## src/tmh_pkg.sv

```systemverilog
// shared types and constants for the tagged max-heap
package tmh_pkg;

  localparam int unsigned KEY_W = 32;
  localparam int unsigned TAG_W = 7;
  localparam int unsigned CNT_W = 8;
  localparam int unsigned ST_W  = 2;

  // func codes
  localparam logic FUNC_INSERT = 1'b0;
  localparam logic FUNC_REMOVE = 1'b1;

  // result status codes
  localparam logic [ST_W-1:0] ST_OK    = 2'd0;
  localparam logic [ST_W-1:0] ST_EMPTY = 2'd1;
  localparam logic [ST_W-1:0] ST_FULL  = 2'd2;

  typedef struct packed {
    logic signed [KEY_W-1:0] key;
    logic [TAG_W-1:0]        tag;
  } entry_t;

  // datapath operations issued by the controller, one per cycle
  typedef enum logic [3:0] {
    OP_NONE,
    OP_LOAD,
    OP_INS_START,
    OP_INS_READ,
    OP_INS_STEP,
    OP_PLACE,
    OP_RM_START,
    OP_RM_LOAD,
    OP_RM_READ,
    OP_RM_STEP,
    OP_RESULT
  } tmh_op_e;

  typedef struct packed {
    tmh_op_e         op;
    logic [ST_W-1:0] status;
  } cmd_t;

  typedef struct packed {
    logic empty;
    logic full;
    logic remove;
    logic at_root;
    logic ch_over;
    logic ins_gt;
    logic rm_stop;
    logic out_free;
  } sts_t;

endpackage

```

## src/tmh_ctrl.sv

```systemverilog
// sequencing state machine for insert and remove-max
module tmh_ctrl
  import tmh_pkg::*;
(
  input  logic clk_i,
  input  logic rst_ni,
  input  logic in_valid_i,
  output logic in_ready_o,
  input  sts_t sts_i,
  output cmd_t cmd_o
);

  localparam logic [2:0] S_IDLE     = 3'd0;
  localparam logic [2:0] S_DISPATCH = 3'd1;
  localparam logic [2:0] S_INS_RD   = 3'd2;
  localparam logic [2:0] S_INS_CMP  = 3'd3;
  localparam logic [2:0] S_RM_LOAD  = 3'd4;
  localparam logic [2:0] S_RM_RD    = 3'd5;
  localparam logic [2:0] S_RM_CMP   = 3'd6;
  localparam logic [2:0] S_FIN      = 3'd7;

  logic [2:0]      state_q, state_d;
  logic [ST_W-1:0] res_q, res_d;

  assign in_ready_o = (state_q == S_IDLE);

  always_comb begin
    state_d       = state_q;
    res_d         = res_q;
    cmd_o.op      = OP_NONE;
    cmd_o.status  = res_q;
    unique case (state_q)
      S_IDLE: begin
        if (in_valid_i) begin
          cmd_o.op = OP_LOAD;
          state_d  = S_DISPATCH;
        end
      end
      S_DISPATCH: begin
        res_d = ST_OK;
        if (sts_i.remove) begin
          if (sts_i.empty) begin
            res_d   = ST_EMPTY;
            state_d = S_FIN;
          end else begin
            cmd_o.op = OP_RM_START;
            state_d  = S_RM_LOAD;
          end
        end else begin
          if (sts_i.full) begin
            res_d   = ST_FULL;
            state_d = S_FIN;
          end else begin
            cmd_o.op = OP_INS_START;
            state_d  = S_INS_RD;
          end
        end
      end
      S_INS_RD: begin
        if (sts_i.at_root) begin
          cmd_o.op = OP_PLACE;
          state_d  = S_FIN;
        end else begin
          cmd_o.op = OP_INS_READ;
          state_d  = S_INS_CMP;
        end
      end
      S_INS_CMP: begin
        if (sts_i.ins_gt) begin
          cmd_o.op = OP_INS_STEP;
          state_d  = S_INS_RD;
        end else begin
          cmd_o.op = OP_PLACE;
          state_d  = S_FIN;
        end
      end
      S_RM_LOAD: begin
        cmd_o.op = OP_RM_LOAD;
        state_d  = S_RM_RD;
      end
      S_RM_RD: begin
        if (sts_i.ch_over) begin
          cmd_o.op = OP_PLACE;
          state_d  = S_FIN;
        end else begin
          cmd_o.op = OP_RM_READ;
          state_d  = S_RM_CMP;
        end
      end
      S_RM_CMP: begin
        if (sts_i.rm_stop) begin
          cmd_o.op = OP_PLACE;
          state_d  = S_FIN;
        end else begin
          cmd_o.op = OP_RM_STEP;
          state_d  = S_RM_RD;
        end
      end
      S_FIN: begin
        // hold until the output register can take the result
        if (sts_i.out_free) begin
          cmd_o.op = OP_RESULT;
          state_d  = S_IDLE;
        end
      end
      default: begin
        state_d = S_IDLE;
      end
    endcase
  end

  always_ff @(posedge clk_i or negedge rst_ni) begin
    if (!rst_ni) begin
      state_q <= S_IDLE;
      res_q   <= ST_OK;
    end else begin
      state_q <= state_d;
      res_q   <= res_d;
    end
  end

endmodule

```

## config.mk

```make
export PLATFORM = sky130hd
export DESIGN_NAME = tmh_ctrl
export DESIGN_NICKNAME = d
export VERILOG_FILES = /design/src/tmh_pkg.sv /design/src/tmh_ctrl.sv
export SDC_FILE = /design/constraint.sdc
export NUM_CORES = 1
export LEC_CHECK = 0
export ABC_AREA = 0
export BUFFER_PORTS_ARGS = -buffer_cell sky130_fd_sc_hd__clkbuf_2
export CAP_MARGIN = 20
export CORE_AREA = 2 2 40 42
export CTS_BUF_LIST = sky130_fd_sc_hd__clkbuf_2
export DETAILED_ROUTE_END_ITERATION = 16
export DIE_AREA = 0 0 42 44
export PLACE_DENSITY = 0.55
export SETUP_SLACK_MARGIN = 0.2
export SLEW_MARGIN = 20
export SYNTH_ARGS = -nofsm -noshare
export SYNTH_HDL_FRONTEND = slang
export SYNTH_SLANG_ARGS = --single-unit
export TNS_END_PERCENT = 30
```

## constraint.sdc

```tcl
create_clock -name clk_i -period 2.2 [get_ports clk_i]
set_clock_uncertainty 0.1 [all_clocks]
set_input_delay 0.22 -clock clk_i [delete_from_list [all_inputs] [get_ports clk_i]]
set_output_delay 0.22 -clock clk_i [all_outputs]
set_load 0.03 [all_outputs]
```

==> metrics.txt, run 1 <==
status=finished, final reports clean; most frequent cells in the layout=clkbuf_2, nand2_1, a21oi_1, nor2_1, o21ai_1; Post-Syn Area=465 sq um; Synth top area share=0.269; syn_nets=70; Post-synth EDFFs=0; main area contributors after synthesis=dfrtp_1, a21oi_1, buf_6; Crit Path Category=register to primary output; vias per inst=5.33; IO buf count=17; Num CTS Buffers=3; met1 track demand over resource=0.148; Power Dens Cells=1480 mW/mm^2; Die Height=44 um; 1st-pass router iterations=4; ys flop type=dfrtp_1; leading area contributor after synthesis=dfrtp_1; max-cap violations=0; WHS Path Cells=3; Final min period=1.89 ns; ys async rst share=1.00; clock root buffer=clkbuf_2; DP Cell Count=87; fraction of layout cells with a size suffix above 1=0.342; Longest Clk Path Bufs=2; worst-path maximum fanout=16; via count=490; Die X=42 um; final slew viol count=0; WL final=1040 um; Rel. slew slack=0.711; GR Overflow Total=0; post-synthesis cell type count=29; row cnt=14; Worst setup SP type=register; GR Util met3=0.0250; GRT Total Usage=0.119; io pins=18; fin crit share=0.859; postcts setup bufs=0; largest net degree at the start of global routing=21; DR iter-0 viols=6; WL/cell=11.3 um; Finished Layout Cells=92; yosys warns=0; starting density of the core=0.328; CP arrival=1.57 ns; Overall Power=0.845 mW; Area Overhead vs Synth=22.3%; clock sinks=5; CTS tree=yes; Remaining DRCs=0; register area share after synthesis=0.269; commonest non-fill, non-tap cell in the layout=clkbuf_2; Reg clk slew, reported paths=0.05 ns; worst vdd ir=0.630 mV; Synth Instances=59; RSZ-0062 raised after global routing=true; first-pass GRT wire length=1610 um; FILL cells=154; Setup crit end kind=primary output; P_leak=0.264 nW; grt peak-use layer=met2; Routed Antenna Nets=0; Final Hold Fails=0; Least-Margin Pin Slew=0.434 ns; Setup TNS=0 ns; die area=0.00185 sq mm; Avg Cell Area, Syn=7.89 sq um; placed inst area=531 sq um; met2 usage=0.178; # nets final=88; vias in the first global route=394; FMAX=529 MHz; initial antenna violation count=0; antenna cells=0; hpwl dp=767 um; H-tree depth=1; cells on worst reg2reg path=4; synthesis-stage register bit count=5; Finish-stage setup viols=0; Post-Layout Inst Area=569 sq um; Final Wtd Congestion=0.699; Worst Path Required=1.88 ns; min-delay worst type=input pin to register; Worst-Skew Late Latency=0.22 ns; total core area=0.00142 sq mm
[cell type report]
type                       instances  area [sq um]  area share
tap                               16          20.0      0.0352
sequential                         5           128       0.224
multi-input combinational         45           288       0.505
inverter                           3          11.3      0.0198
clock buffer                       4          20.0      0.0352
timing repair buffer              19           103       0.180
[critical path, stage by stage, from the launching register on]
cell and delay, ns:
dfrtp_1 0.60, nor4bb_1 0.27, a21oi_1 0.07, o221ai_1 0.18, clkbuf_2 0.23
[report_power, final]
| group | internal, mW | switching, mW | total [mW] |
|---|---|---|---|
| combinational | 0.206 | 0.289 | 0.495 |
| clock | 0.0481 | 0.0364 | 0.0845 |
| sequential | 0.138 | 0.127 | 0.265 |
| total | 0.392 | 0.453 | 0.845 |
[through the flow]
stage                     setup slack [ns]  hold slack [ns]   util
after floorplan                      0.471           -0.176      -
after global placement               0.488          -0.0635  0.374
after detailed placement             0.474          -0.0604  0.374
after CTS                            0.292            0.131  0.396
after global routing                 0.195            0.142  0.401
final                                0.310            0.142  0.401
[final timing paths]
path                         endpoint  slack (ns)       start
max                          cmd_o[3]        0.31  state_q[0]
min                        state_q[0]        0.14  in_valid_i
max reg2reg                state_q[1]        0.81  state_q[0]
min reg2reg                  res_q[0]        0.40    res_q[0]
max in group asynchronous  state_q[1]        1.61      rst_ni
min in group asynchronous  state_q[2]        0.24      rst_ni
[Yosys cell counts (2+ instances only)]
master    count
o21ai_1       4
a21oi_1       5
buf_6         2
dfrtp_1       5
o21a_1        3
inv_1         3
o21ai_0       2
mux2_1        2
nor2b_1       2
nor3_1        2
buf_4         2
nand2_1       5
nor2_1        4
buf_2         2
o221ai_1      2
[layer usage]
metal	wire length [um]	up-vias	part of all wire
met5	0	-	0
met4	0	0	0
met3	36	0	0.035
met2	543	10	0.52
met1	460	232	0.44
li1	-	248	-
[flip-flops by register name (all words and copies together) (netlist names)]
register	count
state_q	3
res_q	2
[cells by family after synthesis]
| kind of cell | share of synthesized area |
|---|---|
| compound gates | 0.312 |
| simple gates | 0.245 |
| buf+inv | 0.126 |
| flops | 0.269 |
| mux | 0.0484 |
[what timing repair did]
item,CTS,global route
resized for setup,1,2
hold buffers,1,0
setup endpoints to repair,1,2
hold endpoints to repair,5,0
(Power assumes the default switching activity.)
==> inputs of run 2 (changes only) <==
--- a/config.mk
+++ b/config.mk
@@ -8,11 +8,13 @@
 export ABC_AREA = 0
 export BUFFER_PORTS_ARGS = -buffer_cell sky130_fd_sc_hd__clkbuf_2
 export CAP_MARGIN = 20
-export CORE_AREA = 2 2 40 42
+export CELL_PAD_IN_SITES_DETAIL_PLACEMENT = 1
+export CELL_PAD_IN_SITES_GLOBAL_PLACEMENT = 1
+export CORE_AREA = 2 2 42 44
 export CTS_BUF_LIST = sky130_fd_sc_hd__clkbuf_2
 export DETAILED_ROUTE_END_ITERATION = 16
-export DIE_AREA = 0 0 42 44
-export PLACE_DENSITY = 0.55
+export DIE_AREA = 0 0 44 46
+export PLACE_DENSITY = 0.7
 export SETUP_SLACK_MARGIN = 0.2
 export SLEW_MARGIN = 20
 export SYNTH_ARGS = -nofsm -noshare
==> constraint.sdc (replaced) <==
create_clock -name clk_i -period 1.6 [get_ports clk_i]
set_clock_uncertainty 0.1 [all_clocks]
set_input_delay 0.16 -clock clk_i [delete_from_list [all_inputs] [get_ports clk_i]]
set_output_delay 0.16 -clock clk_i [all_outputs]
set_load 0.03 [all_outputs]
==> run 2 against run 1 <==
Effect of this change: the run now ends with negative setup slack left; non-clock buffer count rose by 9; first-iteration DRC count shrank 33%; setup slack worse by 0.38 ns; critical endpoint is now cmd_o[2]; largest power group unchanged.
==> metrics.txt, run 2 (same netlist as run 1, synthesis figures left out) <==
status=finished, violations left; failing checks=negative setup slack; Final Wtd Congestion=0.716; combinational share of power=0.723; RSZ-0062 raised after global routing=true; 1st-pass router iterations=2; fraction of layout cells with a size suffix above 1=0.471; Worst-Skew Late Latency=0.22 ns; clock root buffer=clkbuf_2; Buf/Inv on CP=2; Final min period=1.67 ns; max-cap violations=0; cells on worst reg2reg path=5; via count=522; WL/cell=13.3 um; clock sinks=5; Biggest register=state_q; FMAX=601 MHz; Remaining DRCs=0; initial antenna violation count=0; CP peak stage delay=0.42 ns; WHS Path Cells=3; delay-heaviest family, CP=compound AO/OA/AOI/OAI gates; worst vdd ir=0.727 mV; hpwl dp=1010 um; row cnt=15; vias per inst=5.12; crit path from=state_q[1]; highest routed layer=met3; Reg clk slew, reported paths=0.07 ns; Routed Antenna Nets=0; CP max stage cell=dfrtp_2; post-route setup slack=-0.0652 ns; multi-input combinational cell area=312 sq um; H-tree depth=1; Die Height=46 um; Die X=44 um; die area=0.00202 sq mm; FILL cells=214; clock power share=0.076; first-pass GRT wire length=2360 um; most frequent cells in the layout=clkbuf_2, buf_4, nand2_1, a21oi_1, nor2_1; Num CTS Buffers=3; biggest regs=state_q (3), res_q (2); final slew viol count=0; WHS Endpoint=state_q[0]; CP Depth=4; Worst R2R Start=state_q[1]; Setup TNS=-0.126 ns; total core area=0.00161 sq mm; antenna cells=0; Finished Layout Cells=102; Crit Path Category=register to primary output; met3 WL=22 um; # nets final=97; worst-path maximum fanout=6; Worst setup SP type=register; commonest non-fill, non-tap cell in the layout=clkbuf_2; WL final=1360 um; Finish-stage setup viols=3; hold_sp=in_valid_i; vias in the first global route=538; sequential share of power=0.200; Longest Clk Path Bufs=2; starting density of the core=0.288; Largest register FFs=3; Worst Path Required=1.34 ns; P_leak=0.322 nW; R2R Path End=res_q[0]; sw frac=0.487; metal1 wirelength=642 um; r2r setup slk=0.12 ns; IO buf count=17; DR iter-0 viols=4; Setup crit end kind=primary output; GR Overflow Total=0; io pins=18; CP arrival=1.41 ns; Final Hold Fails=0; internal power=0.757 mW; CP Cell Sequence=buf_4 > o21ai_1 > a221o_1 > clkbuf_8; CTS tree=yes; fin crit share=1.04; Switch Pwr=0.717 mW; DP Cell Count=94; min-delay worst type=input pin to register; Rel. slew slack=0.838; Power Dens Cells=2120 mW/mm^2; Overall Power=1.47 mW; Least-Margin Pin Slew=0.242 ns; Area Overhead vs Synth=49.2%; register area=129 sq um; DP Worst Slack=0.0536 ns; largest net degree at the start of global routing=14; metal2 WL=690 um; GRT Total Usage=0.158
-- run 2: changes by cell type in the layout (fill, tap and decap cells not counted), moves of 2 or more --
cell      previous run  this run
clkbuf_4             0         2
clkbuf_8             0         3
clkbuf_2            21        15
buf_4                1        10
-- run 2: what timing repair did --
item / 4_1_cts / 5_1_grt
hold buffers: 1 / 0
buffers inserted: 3 / 0
hold endpoints to repair: 5 / 0
setup endpoints to repair: 8 / 8
pin swaps: 2 / 2
resized for setup: 14 / 3
-- run 2: routing by layer --
layer / vias up / GRT usage
li1: 267 / -
met1: 248 / 0.214
met2: 7 / 0.247
met3: 0 / 0.0119
met4: 0 / 0.0909
met5: - / 0
-- run 2: worst max path at each step --
stage                to  slack (ns)
6_report       cmd_o[2]       -0.07
5_1_grt        cmd_o[3]       -0.16
4_1_cts        cmd_o[3]       -0.08
3_5_place_dp   cmd_o[3]        0.05
3_3_place_gp   cmd_o[3]         0.1
2_1_floorplan  cmd_o[5]        0.11
-- run 2: final cells by class --
cell class / count / share of cell area
multi-input cells: 45 / 0.449
repair buffers: 28 / 0.290
flip-flops and latches: 5 / 0.186
well taps: 17 / 0.0306
clock buffers: 3 / 0.0216
inverters: 3 / 0.0162
clock inverters: 1 / 0.00721
-- run 2: tightest hold or removal path: cells and delay by family --
family                 cells  cell delay, ns
buffers and inverters      2            0.14
AOI/OAI and AO/OA          1            0.05
-- run 2: power groups by stage --
stage / Sequential [mW] / Combinational [mW] / Clock, mW
2_1_floorplan: 0.260 / 0.699 / 0
3_3_place_gp: 0.300 / 0.868 / 0
3_5_place_dp: 0.303 / 0.884 / 0
4_1_cts: 0.292 / 1.06 / 0.120
5_1_grt: 0.316 / 1.15 / 0.129
6_report: 0.295 / 1.07 / 0.112
-- run 2: through the flow --
step                       util  hold WS [ns]  cell area, sq um
after global placement    0.364        -0.125               588
final                     0.430        0.0755               694
after detailed placement  0.364        -0.116               588
after floorplan               -        -0.236               477
after global routing      0.430        0.0822               694
after CTS                 0.422        0.0591               682
